===== src/hw/rtl/sppa_pkg.sv =====
`timescale 1ns / 1ps
// ----------------------------------------------------------------------------
// Sonar proximity alarm package
// Widths, register reset values, register indexes and state types.
// ----------------------------------------------------------------------------
package sppa_pkg;

    localparam int unsigned TICKS_PER_MS = 1000;
    localparam int unsigned PRESC_W      = 10;
    localparam int unsigned WIDTH_BITS   = 16;
    localparam int unsigned PERIOD_W     = 9;
    localparam int unsigned PROD_W       = WIDTH_BITS + PERIOD_W;
    localparam int unsigned DIV_CNT_W    = 4;
    localparam int unsigned CFG_IDX_W    = 3;
    localparam int unsigned CFG_DATA_W   = 16;
    localparam int unsigned IN_DATA_W    = 8;
    localparam int unsigned OUT_FIELDS_W = PERIOD_W + 3;
    localparam int unsigned OUT_DATA_W   = 16;

    localparam logic [WIDTH_BITS-1:0] ALARM_MAX_RST  = WIDTH_BITS'(1550);
    localparam logic [WIDTH_BITS-1:0] ALARM_MIN_RST  = WIDTH_BITS'(500);
    localparam logic [PERIOD_W-1:0]   PERIOD_MAX_RST = PERIOD_W'(300);
    localparam logic [PERIOD_W-1:0]   PERIOD_MIN_RST = PERIOD_W'(50);
    localparam logic [PERIOD_W-1:0]   BEEP_ON_RST    = PERIOD_W'(50);
    localparam logic [15:0]           DWELL_RST      = 16'd5000;
    localparam logic [WIDTH_BITS-1:0] REG_WIDTH_RST  = WIDTH_BITS'(700);

    localparam logic [DIV_CNT_W-1:0]  DIV_LAST_BIT   = DIV_CNT_W'(PERIOD_W - 1);

    typedef enum logic [CFG_IDX_W-1:0] {
        CFG_ALARM_MAX  = 3'd0,
        CFG_ALARM_MIN  = 3'd1,
        CFG_PERIOD_MAX = 3'd2,
        CFG_PERIOD_MIN = 3'd3,
        CFG_BEEP_ON    = 3'd4,
        CFG_DWELL      = 3'd5,
        CFG_REG_WIDTH  = 3'd6
    } cfg_idx_t;

    typedef enum logic [2:0] {
        ST_IDLE,
        ST_TICK,
        ST_MUL,
        ST_DIV,
        ST_MAP,
        ST_BEEP
    } state_t;

    typedef enum logic [1:0] {
        PH_IDLE   = 2'd0,
        PH_ON     = 2'd1,
        PH_SILENT = 2'd2
    } phase_t;

endpackage


===== src/hw/rtl/sonar_pulse_proximity_alarm_top.sv =====
`timescale 1ns / 1ps
// ----------------------------------------------------------------------------
// Sonar pulse proximity alarm
// Measures sonar PWM pulse width per microsecond tick, flags a near obstacle,
// maps the width into a beep period with a shift-subtract divider,
// raises a register event after a very-close dwell and runs the buzzer.
//
//   channel   | dir | payload
//   ----------+-----+---------------------------------------------------
//   s_axis    | in  | tdata[0] sonar_level
//   m_axis    | out | tdata buzzer_on, obstacle_near, register_event,
//             |     |       repeat_period_ms
//   cfg       | in  | cfg_we, cfg_index, cfg_data (write only)
//
// Each beat passes the idle, tick and beep states; a falling edge that needs the
// period map also passes a multiply step, 9 divider iterations and a map step.
// The divider loop sets the worst case. Reset clears all control state and
// loads the register defaults. A stalled result holds in the output register;
// the next beat is still taken and waits in the final step for it to drain.
// ----------------------------------------------------------------------------
module sonar_pulse_proximity_alarm_top (
    input  logic                             clk,
    input  logic                             rst_n,
    input  logic                             s_axis_tvalid,
    output logic                             s_axis_tready,
    input  logic [sppa_pkg::IN_DATA_W-1:0]   s_axis_tdata,  // [0] sonar_level
    output logic                             m_axis_tvalid,
    input  logic                             m_axis_tready,
    // [0] buzzer_on, [1] obstacle_near, [2] register_event, [11:3] repeat_period_ms
    output logic [sppa_pkg::OUT_DATA_W-1:0]  m_axis_tdata,
    input  logic                             cfg_we,
    input  logic [sppa_pkg::CFG_IDX_W-1:0]   cfg_index,
    input  logic [sppa_pkg::CFG_DATA_W-1:0]  cfg_data
);
    import sppa_pkg::*;

    // configuration
    logic [WIDTH_BITS-1:0] alarm_max_reg;
    logic [WIDTH_BITS-1:0] alarm_min_reg;
    logic [PERIOD_W-1:0]   period_max_reg;
    logic [PERIOD_W-1:0]   period_min_reg;
    logic [PERIOD_W-1:0]   beep_on_reg;
    logic [15:0]           dwell_cfg_reg;
    logic [WIDTH_BITS-1:0] reg_width_reg;

    // control state
    state_t                state_reg,       state_next;
    logic                  level_reg,       level_next;
    logic                  prev_reg,        prev_next;
    logic [WIDTH_BITS-1:0] pulse_reg,       pulse_next;
    logic [PRESC_W-1:0]    presc_reg,       presc_next;
    logic                  ms_tick_reg,     ms_tick_next;
    logic                  near_reg,        near_next;
    logic [PERIOD_W-1:0]   rep_reg,         rep_next;
    logic                  dwell_act_reg,   dwell_act_next;
    logic [15:0]           dwell_cnt_reg,   dwell_cnt_next;
    logic                  event_reg,       event_next;
    phase_t                phase_reg,       phase_next;
    logic [PERIOD_W-1:0]   beep_cnt_reg,    beep_cnt_next;
    logic [PERIOD_W-1:0]   silence_reg,     silence_next;
    logic [DIV_CNT_W-1:0]  div_cnt_reg,     div_cnt_next;
    logic                  out_valid_reg,   out_valid_next;

    // datapath
    logic [WIDTH_BITS-1:0]   diff_reg,      diff_next;
    logic [WIDTH_BITS-1:0]   den_reg,       den_next;
    logic                    neg_reg,       neg_next;
    logic [PROD_W-1:0]       rem_reg,       rem_next;
    logic [PERIOD_W-1:0]     quo_reg,       quo_next;
    logic [OUT_FIELDS_W-1:0] out_data_reg,  out_data_next;

    logic                    presc_wrap;
    logic [15:0]             dwell_cnt_v;
    logic [PERIOD_W:0]       dp;
    logic [PERIOD_W-1:0]     dp_mag;
    logic [PROD_W-1:0]       den_sh;
    logic                    take;
    logic [PERIOD_W:0]       map_sum;
    logic [PERIOD_W-1:0]     beep_inc;
    logic                    buzz;

    assign s_axis_tready = (state_reg == ST_IDLE);
    assign m_axis_tvalid = out_valid_reg;
    assign m_axis_tdata  = {(OUT_DATA_W - OUT_FIELDS_W)'(0), out_data_reg};

    assign presc_wrap = (32'(presc_reg) + 32'd1 >= TICKS_PER_MS);
    assign dp         = {1'b0, period_max_reg} - {1'b0, period_min_reg};
    assign dp_mag     = dp[PERIOD_W] ? PERIOD_W'(-dp) : dp[PERIOD_W-1:0];
    assign den_sh     = PROD_W'(den_reg) << div_cnt_reg;
    assign take       = (rem_reg >= den_sh);
    assign map_sum    = neg_reg ? ({1'b0, period_min_reg} - {1'b0, quo_reg})
                                : ({1'b0, period_min_reg} + {1'b0, quo_reg});
    assign beep_inc   = (ms_tick_reg && beep_cnt_reg != '1) ? beep_cnt_reg + 1'b1
                                                            : beep_cnt_reg;

    always_comb
    begin
        state_next     = state_reg;
        level_next     = level_reg;
        prev_next      = prev_reg;
        pulse_next     = pulse_reg;
        presc_next     = presc_reg;
        ms_tick_next   = ms_tick_reg;
        near_next      = near_reg;
        rep_next       = rep_reg;
        dwell_act_next = dwell_act_reg;
        dwell_cnt_next = dwell_cnt_reg;
        event_next     = event_reg;
        phase_next     = phase_reg;
        beep_cnt_next  = beep_cnt_reg;
        silence_next   = silence_reg;
        div_cnt_next   = div_cnt_reg;
        out_valid_next = out_valid_reg && !m_axis_tready;
        diff_next      = diff_reg;
        den_next       = den_reg;
        neg_next       = neg_reg;
        rem_next       = rem_reg;
        quo_next       = quo_reg;
        out_data_next  = out_data_reg;
        dwell_cnt_v    = dwell_cnt_reg;
        buzz           = 1'b0;

        unique case (state_reg)
            ST_IDLE:
            begin
                if (s_axis_tvalid)
                begin
                    level_next = s_axis_tdata[0];
                    state_next = ST_TICK;
                end
            end

            ST_TICK:
            begin
                ms_tick_next = presc_wrap;
                presc_next   = presc_wrap ? '0 : presc_reg + 1'b1;
                if (presc_wrap && dwell_act_reg && dwell_cnt_reg != '1)
                begin
                    dwell_cnt_v = dwell_cnt_reg + 1'b1;
                end
                dwell_cnt_next = dwell_cnt_v;
                event_next     = 1'b0;
                prev_next      = level_reg;
                state_next     = ST_BEEP;

                if (level_reg && !prev_reg)
                begin
                    pulse_next = WIDTH_BITS'(1);
                end
                else if (level_reg)
                begin
                    if (pulse_reg != '1)
                    begin
                        pulse_next = pulse_reg + 1'b1;
                    end
                end
                else if (prev_reg)
                begin
                    if (pulse_reg < alarm_max_reg)
                    begin
                        if (pulse_reg < reg_width_reg)
                        begin
                            if (!dwell_act_reg)
                            begin
                                dwell_act_next = 1'b1;
                                dwell_cnt_next = '0;
                            end
                            else if (dwell_cnt_v > dwell_cfg_reg)
                            begin
                                event_next     = 1'b1;
                                dwell_act_next = 1'b0;
                            end
                        end
                        else
                        begin
                            dwell_act_next = 1'b0;
                        end
                        near_next = 1'b1;
                        if (pulse_reg < alarm_min_reg)
                        begin
                            rep_next = period_min_reg;
                        end
                        else
                        begin
                            diff_next  = pulse_reg - alarm_min_reg;
                            den_next   = alarm_max_reg - alarm_min_reg;
                            state_next = ST_MUL;
                        end
                    end
                    else
                    begin
                        dwell_act_next = 1'b0;
                        near_next      = 1'b0;
                    end
                end
            end

            ST_MUL:
            begin
                rem_next     = PROD_W'(diff_reg) * PROD_W'(dp_mag);
                neg_next     = dp[PERIOD_W];
                quo_next     = '0;
                div_cnt_next = DIV_LAST_BIT;
                state_next   = ST_DIV;
            end

            ST_DIV:
            begin
                if (take)
                begin
                    rem_next = rem_reg - den_sh;
                end
                quo_next = {quo_reg[PERIOD_W-2:0], take};
                if (div_cnt_reg == '0)
                begin
                    state_next = ST_MAP;
                end
                else
                begin
                    div_cnt_next = div_cnt_reg - 1'b1;
                end
            end

            ST_MAP:
            begin
                rep_next   = map_sum[PERIOD_W-1:0];
                state_next = ST_BEEP;
            end

            ST_BEEP:
            begin
                if (!out_valid_reg || m_axis_tready)
                begin
                    case (phase_reg)
                        PH_ON:
                        begin
                            beep_cnt_next = beep_inc;
                            if (beep_inc >= beep_on_reg)
                            begin
                                phase_next    = PH_SILENT;
                                beep_cnt_next = '0;
                                silence_next  = rep_reg;
                            end
                        end
                        PH_SILENT:
                        begin
                            beep_cnt_next = beep_inc;
                            if (beep_inc >= silence_reg)
                            begin
                                phase_next    = near_reg ? PH_ON : PH_IDLE;
                                beep_cnt_next = '0;
                            end
                        end
                        default:
                        begin
                            phase_next = PH_IDLE;
                            if (near_reg)
                            begin
                                phase_next    = PH_ON;
                                beep_cnt_next = '0;
                            end
                        end
                    endcase
                    buzz           = (phase_next == PH_ON);
                    out_data_next  = {rep_reg, event_reg, near_reg, buzz};
                    out_valid_next = 1'b1;
                    state_next     = ST_IDLE;
                end
            end

            default:
            begin
                state_next = ST_IDLE;
            end
        endcase
    end

    always_ff @(posedge clk or negedge rst_n)
    begin
        if (!rst_n)
        begin
            state_reg     <= ST_IDLE;
            level_reg     <= 1'b0;
            prev_reg      <= 1'b0;
            pulse_reg     <= '0;
            presc_reg     <= '0;
            ms_tick_reg   <= 1'b0;
            near_reg      <= 1'b0;
            rep_reg       <= '0;
            dwell_act_reg <= 1'b0;
            dwell_cnt_reg <= '0;
            event_reg     <= 1'b0;
            phase_reg     <= PH_IDLE;
            beep_cnt_reg  <= '0;
            silence_reg   <= '0;
            div_cnt_reg   <= '0;
            out_valid_reg <= 1'b0;
        end
        else
        begin
            state_reg     <= state_next;
            level_reg     <= level_next;
            prev_reg      <= prev_next;
            pulse_reg     <= pulse_next;
            presc_reg     <= presc_next;
            ms_tick_reg   <= ms_tick_next;
            near_reg      <= near_next;
            rep_reg       <= rep_next;
            dwell_act_reg <= dwell_act_next;
            dwell_cnt_reg <= dwell_cnt_next;
            event_reg     <= event_next;
            phase_reg     <= phase_next;
            beep_cnt_reg  <= beep_cnt_next;
            silence_reg   <= silence_next;
            div_cnt_reg   <= div_cnt_next;
            out_valid_reg <= out_valid_next;
        end
    end

    always_ff @(posedge clk)
    begin
        diff_reg     <= diff_next;
        den_reg      <= den_next;
        neg_reg      <= neg_next;
        rem_reg      <= rem_next;
        quo_reg      <= quo_next;
        out_data_reg <= out_data_next;
    end

    always_ff @(posedge clk or negedge rst_n)
    begin
        if (!rst_n)
        begin
            alarm_max_reg  <= ALARM_MAX_RST;
            alarm_min_reg  <= ALARM_MIN_RST;
            period_max_reg <= PERIOD_MAX_RST;
            period_min_reg <= PERIOD_MIN_RST;
            beep_on_reg    <= BEEP_ON_RST;
            dwell_cfg_reg  <= DWELL_RST;
            reg_width_reg  <= REG_WIDTH_RST;
        end
        else if (cfg_we)
        begin
            case (cfg_index)
                CFG_ALARM_MAX:  alarm_max_reg  <= cfg_data[WIDTH_BITS-1:0];
                CFG_ALARM_MIN:  alarm_min_reg  <= cfg_data[WIDTH_BITS-1:0];
                CFG_PERIOD_MAX: period_max_reg <= cfg_data[PERIOD_W-1:0];
                CFG_PERIOD_MIN: period_min_reg <= cfg_data[PERIOD_W-1:0];
                CFG_BEEP_ON:    beep_on_reg    <= cfg_data[PERIOD_W-1:0];
                CFG_DWELL:      dwell_cfg_reg  <= cfg_data[15:0];
                CFG_REG_WIDTH:  reg_width_reg  <= cfg_data[WIDTH_BITS-1:0];
                default:        ;
            endcase
        end
    end

`ifndef SYNTHESIS
    a_event_implies_near: assert property (@(posedge clk) disable iff (!rst_n)
        (m_axis_tvalid && m_axis_tdata[2]) |-> m_axis_tdata[1])
        else $error("register event without near flag");

    a_busy_after_accept: assert property (@(posedge clk) disable iff (!rst_n)
        (s_axis_tvalid && s_axis_tready) |=> !s_axis_tready)
        else $error("input accepted again while busy");

    a_div_count_range: assert property (@(posedge clk) disable iff (!rst_n)
        (state_reg == ST_DIV) |-> (div_cnt_reg <= DIV_LAST_BIT))
        else $error("divider count out of range");
`endif

endmodule

===== config.mk =====
export PLATFORM = sky130hd
export DESIGN_NAME = sonar_pulse_proximity_alarm_top
export DESIGN_NICKNAME = d
export VERILOG_FILES = /design/src/hw/rtl/sppa_pkg.sv /design/src/hw/rtl/sonar_pulse_proximity_alarm_top.sv
export SDC_FILE = /design/constraint.sdc
export NUM_CORES = 1
export LEC_CHECK = 0
export ABC_AREA = 1
export BUFFER_PORTS_ARGS = -buffer_cell sky130_fd_sc_hd__buf_4
export CAP_MARGIN = 40
export CORE_MARGIN = 3
export CORE_UTILIZATION = 50
export DETAILED_ROUTE_END_ITERATION = 6
export HOLD_SLACK_MARGIN = 0.02
export PLACE_DENSITY = 0.62
export SLEW_MARGIN = 10
export SYNTH_ARGS = -nofsm -noshare
export SYNTH_HDL_FRONTEND = slang
export SYNTH_SLANG_ARGS = --single-unit

===== constraint.sdc =====
create_clock -name clk -period 13.05 [get_ports clk]
set_clock_uncertainty 0.1 [all_clocks]
set_input_delay 3.2625 -clock clk [delete_from_list [all_inputs] [get_ports clk]]
set_output_delay 3.2625 -clock clk [all_outputs]
set_load 0.005 [all_outputs]

# ---- Word-level counts from Yosys, hierarchy flattened
# Cells that the tools add are included.
dict set report word_totals {
  ff_bits 255
  inputBits 32
  out_inout_bits 18
  word_cells 176
}
dict set report classes {
  n_lt_le_gt_ge 8
  n_mul 1
  add_sub_neg 13
  bitwise 3
  n_mux 59
  reduce_logical 35
  eq_ne 27
  n_shift 1
}
# operator count
set ops {}
lappend ops {{two-way mux 16 bit} 11}
lappend ops {{two-way mux 9 bit} 11}
lappend ops {{case mux 9 bit (2 select lines)} 3}
lappend ops {{case mux 25 bit (2 select lines)} 1}
lappend ops {{less-than comparator 16 bit} 3}
lappend ops {{adder 16 x 1 -> 16 bit (second input constant)} 2}
lappend ops {{inequality test 16 bit (second input constant)} 2}
lappend ops {{subtractor 16 bit} 2}
lappend ops {{>= comparator 25 bit} 1}
lappend ops {{multiplier 16 x 9 -> 25 bit} 1}
lappend ops {{two-way mux 25 bit} 1}
lappend ops {{left shift 16 x 4 -> 25 bit} 1}
lappend ops {{subtractor 25 bit} 1}
lappend ops {{two-way mux 3 bit} 8}
lappend ops {{AND reduction 2 bit} 11}
lappend ops {{inequality test 2 bit (second input constant)} 10}
lappend ops {{>= comparator 9 bit} 2}
lappend ops {{case mux 3 bit (6 select lines)} 1}
lappend ops {{> comparator 16 bit} 1}
lappend ops {{equality test 3 bit (second input constant)} 5}
lappend ops {{two-way mux 1 bit} 15}
lappend ops {{equality test 3 x 2 -> 1 bit (second input constant)} 4}
lappend ops {{AND reduction 6 bit} 2}
lappend ops {{adder 10 x 1 -> 11 bit (second input constant)} 1}
lappend ops {{other kinds (27)} 47}

# ---- Logic depth before layout (Yosys ltp)
dict set report depth {
  depth_word 14
  ltp_mapped 34
}

# ---- Worst setup path after synthesis
# OpenSTA, ideal clock, no wires.
dict set report synth_timing {
  kind {register -> register}
  start {reg period_min_reg[1]}
  end {reg rem_reg[15], data pin}
  path_stages_with_launch 31
  t_arrival_ns 5.749
  period_less_slack_ns 6.107
  n_path_buf 0
  path_slack_ns 6.943
  setup_ns 0.258
  cell_sequence {dfstp_2 > inv_1 > fa_1 > inv_1 > ha_1 > inv_1 > nor2_1 > nand3_1 > nor2_1 > nand3_1 > nand2_1 > nand2_2 > nand2_1 > nand2_1 > fa_1 > fa_1 > inv_1 > fa_1 > inv_1 > fa_1 > inv_1 > ha_1 > a21oi_1 > o21ai_0 > nor2_1 > o21ai_0 > nand2_1 > nand2_1 > or2_2 > nand3_1 > nand2_1}
}
dict set report synth_via {
  elab_chain_cells 5
}
# item line_no
set synth_rtl {}
lappend synth_rtl {{start, declared} sonar_pulse_proximity_alarm_top.sv:41} ;# logic [PERIOD_W-1:0] period_min_reg;
lappend synth_rtl {{start signal, assigned} sonar_pulse_proximity_alarm_top.sv:348} ;# CFG_PERIOD_MIN: period_min_reg <= cfg_data[PERIOD_W-1:0];
lappend synth_rtl {{subtractor 9 x 9 -> 10 bit (*)} sonar_pulse_proximity_alarm_top.sv:87} ;# assign dp = {1'b0, period_max_reg} - {1'b0, period_min_reg};
lappend synth_rtl {{negator 9 bit} sonar_pulse_proximity_alarm_top.sv:88} ;# assign dp_mag = dp[PERIOD_W] ? PERIOD_W'(-dp) : dp[PERIOD_W-1:0];
lappend synth_rtl {{two-way mux 9 bit (*)} sonar_pulse_proximity_alarm_top.sv:88}
lappend synth_rtl {{multiplier 16 x 9 -> 25 bit (*)} sonar_pulse_proximity_alarm_top.sv:200} ;# rem_next = PROD_W'(diff_reg) * PROD_W'(dp_mag);
lappend synth_rtl {{case mux 25 bit (2 select lines) (*)} sonar_pulse_proximity_alarm_top.sv:123} ;# unique case (state_reg)
lappend synth_rtl {{named net rem_next[15]} sonar_pulse_proximity_alarm_top.sv:68} ;# logic [PROD_W-1:0] rem_reg, rem_next;
lappend synth_rtl {{end signal, assigned} sonar_pulse_proximity_alarm_top.sv:325} ;# rem_reg <= rem_next;
lappend synth_rtl {{end, declared} sonar_pulse_proximity_alarm_top.sv:68}
# Mark *: on every way through the listed nets, which the timed path passes. The rest lies on a longest branch.
# A chain may end at the register's enable or synchronous reset.

# ---- Worst setup path in the final report
dict set report layout_timing {
  start {reg period_min_reg[1]}
  end {reg rem_reg[19], data pin}
}
# The elaborated chain is that of the path after synthesis.

==> summary.md <==
| Metric | Value |
|---|---|
| Status | finished clean |
| Post-synth EDFFs | 79 |
| Flip-flop and latch area | 0.006817 mm^2 |
| Diodes inserted | 0 |
| Startpoint Class | flip-flop |
| Multi-input logic area | 0.01320 mm^2 |
| Crit Path Max Fanout | 14 |
| Max-cap viol count | 0 |
| All-Layer GR Usage | 25.37% |
| Worst EP required | 13.27 ns |
| HP Class | reg -> reg |
| FP Rows | 76 |
| Tcrit/Tclk final | 56.54% |
| Number of primary I/O pins | 50 |
| CP most frequent cell | nand2_1 |
| Synth Register Bits | 255 |
| Clk_lat worst skew | 0.60 ns |
| Post-Syn Area | 0.02215 mm^2 |
| Most frequent cells in the layout | 704 x nand2_1, 482 x inv_1, 241 x nor2_1 |
| Worst setup path category | reg -> reg |
| Initial antenna violation count | 0 |
| Clock Sinks | 255 |
| Root Buffer | clkbuf_16 |
| I/O Buffers | 38 |
| Clock Tree Buf Depth | 3 |
| DP Wirelength | 46,460 um |
| CP endpoint kind | flip-flop |
| Total Wirelength | 59,010 um |
| # setup viols final | 0 |
| Layout cell share with drive strength beyond 1 | 6.271% |
| Vias in the first global route | 18,940 |
| Max FFs per register | 25 |
| Htree depth | 1 |
| CTS tree | built |
| Die Outline Area | 0.04687 mm^2 |
| CTS Hold Buffers Added | 0 |
| Area Overhead vs Synth | 8.579% |
| Most common flop cell mapped by yosys | dfrtp_1 |
| Post-synthesis sequential area ratio | 30.77% |
| Die Wd | 216.5 um |
| DRT Pass-1 Iters | 5 |
| Cts repair resizes | 0 |
| Largest net degree at the start of global routing | 66 |
| Final hold viol count | 0 |
| Minimum period implied by the final worst setup slack | 7.379 ns |
| Count of unique library cells instantiated by Yosys | 61 |
| WP data arrival | 7.60 ns |
| Post-route DRC | 0 |
| Starting Density | 50.98% |
| Via/cell ratio | 5.377 |
| Ys Warns | 0 |
| Setup TNS | 0 ns |
| DR vias | 19,180 |
| DRT iter0 DRCs | 1,361 |
| Layout net count | 3,285 |
| Count of pins over their slew limit | 0 |
| DR WL/cell | 16.54 um |
| RSZ-0062 raised after global routing | false |
| Max frequency | 0.1355 GHz |
| Die H | 216.5 um |
| Num CTS Buffers | 31 |
| Commonest non-fill, non-tap cell in the layout | nand2_1 |
| Slew HR | 40.82% |
| Overflow after GRT | 0 |
| Routed Antenna Nets | 0 |
| First-pass GRT wire length | 97,080 um |
| Ys async rst share | 69.02% |
| Slowest stage delay, CP | 0.58 ns |
| Syn avg cell area | 7.546 um^2 |
| Clock transition at path regs | 0.06 ns |
| Cells after synthesis | 2,936 |
| Core Area | 0.04346 mm^2 |
| Routability Congestion | 0.9134 |
| Layout fillers | 4,220 |
| CP max-delay cell | dfstp_2 |
| Slew @ Worst Pin | 0.8844 ns |
| Postcts setup bufs | 0 |
==> synth_stat cells (6+ instances only) <==
cell type,instances,area share (%)
nand2_1,704,12
dfrtp_1,144,16
mux2i_1,6,0.27
nor2_1,242,4.1
inv_1,482,8.2
xnor2_1,19,0.75
o31ai_1,6,0.20
buf_4,8,0.27
clkbuf_1,43,0.73
nand4_1,48,1.4
o22ai_1,6,0.17
edfxtp_1,79,11
buf_2,10,0.23
or2_2,16,0.45
dfstp_2,32,3.8
or2_1,11,0.31
inv_2,8,0.14
ha_1,192,11
nand3b_1,8,0.27
a21o_1,16,0.54
nor3_1,35,0.79
a21oi_1,169,3.8
nand3_1,149,3.4
a31oi_1,9,0.25
nand2_2,13,0.37
xor2_1,56,2.2
o21ai_0,238,5.4
o21bai_1,7,0.24
o21a_1,7,0.24
fa_1,104,9.4
o21ai_1,10,0.23
==> kinds of logic (layout without fill, tap and decap cells) <==
family / Yosys count / after routing / synth area share (%)
simple gates: 1249 / 1249 / 23.79
buf+inv: 557 / 600 / 9.697
compound gates: 495 / 495 / 12.12
fa+ha+maj: 296 / 296 / 20.24
flops: 255 / 255 / 30.77
xor+xnor: 76 / 76 / 3.039
mux: 7 / 7 / 0.3219
other cells: 1 / 4 / 0.01693
==> area by class of cell <==
| cell class | count | share of cell area [%] |
|---|---|---|
| clock buffer | 47 | 3.599 |
| clock inverter | 11 | 0.6710 |
| inverter | 492 | 7.678 |
| multi-input combinational | 2127 | 54.89 |
| sequential | 255 | 28.34 |
| tap | 585 | 3.043 |
| timing repair buffer | 50 | 1.784 |
==> per-stage QoR <==
| step | hold WS [ns] | worst slack [ns] | cell area (um^2) | util (%) | std cells |
|---|---|---|---|---|---|
| floorplan | 0.3249 | 6.943 | 22170 | - | 2939 |
| global placement | 0.3407 | 5.844 | 22930 | 52.77 | 3503 |
| detailed placement | 0.3328 | 5.813 | 23030 | 52.99 | 3509 |
| CTS | 0.3327 | 5.774 | 24050 | 55.35 | 3567 |
| global route | 0.3478 | 5.183 | 24050 | 55.35 | 3567 |
| finish | 0.3469 | 5.671 | 24050 | 55.35 | 3567 |
==> worst max-delay path, delay by kind of cell (launching register included) <==
family	cells	cell delay (ns)
AO/OA/AOI/OAI	3	0.74
XOR/XNOR	1	0.41
adder cells (fa/ha/maj)	6	2.87
buffers and inverters	6	0.52
flip-flops	1	0.58
AND/OR/NAND/NOR	14	1.84
==> routing by layer <==
metal | track usage (%) | vias up | part of all wire, %
li1 | - | 9523 | -
met5 | 0 | - | 0
met3 | 2.552 | 111 | 4.3
met1 | 33.16 | 9071 | 44
met2 | 44.46 | 474 | 48
met4 | 8.054 | 0 | 3.5
==> path summary, 6_finish.rpt <==
kind | start | endpoint | slack [ns] | cells past startpoint
min in group asynchronous | rst_n | state_reg[2] | 2.55 | 1
worst min-delay path | near_reg | out_data_reg[1] | 0.35 | 0
worst max register to register | period_min_reg[1] | rem_reg[19] | 5.67 | 30
max in group asynchronous | rst_n | dwell_cnt_reg[12] | 9.07 | 2
worst max-delay path | period_min_reg[1] | rem_reg[19] | 5.67 | 30
worst min register to register | near_reg | out_data_reg[1] | 0.35 | 0
Power is not shown: default switching activity piles up to over one toggle a cycle in this logic, so the estimate is an artifact.
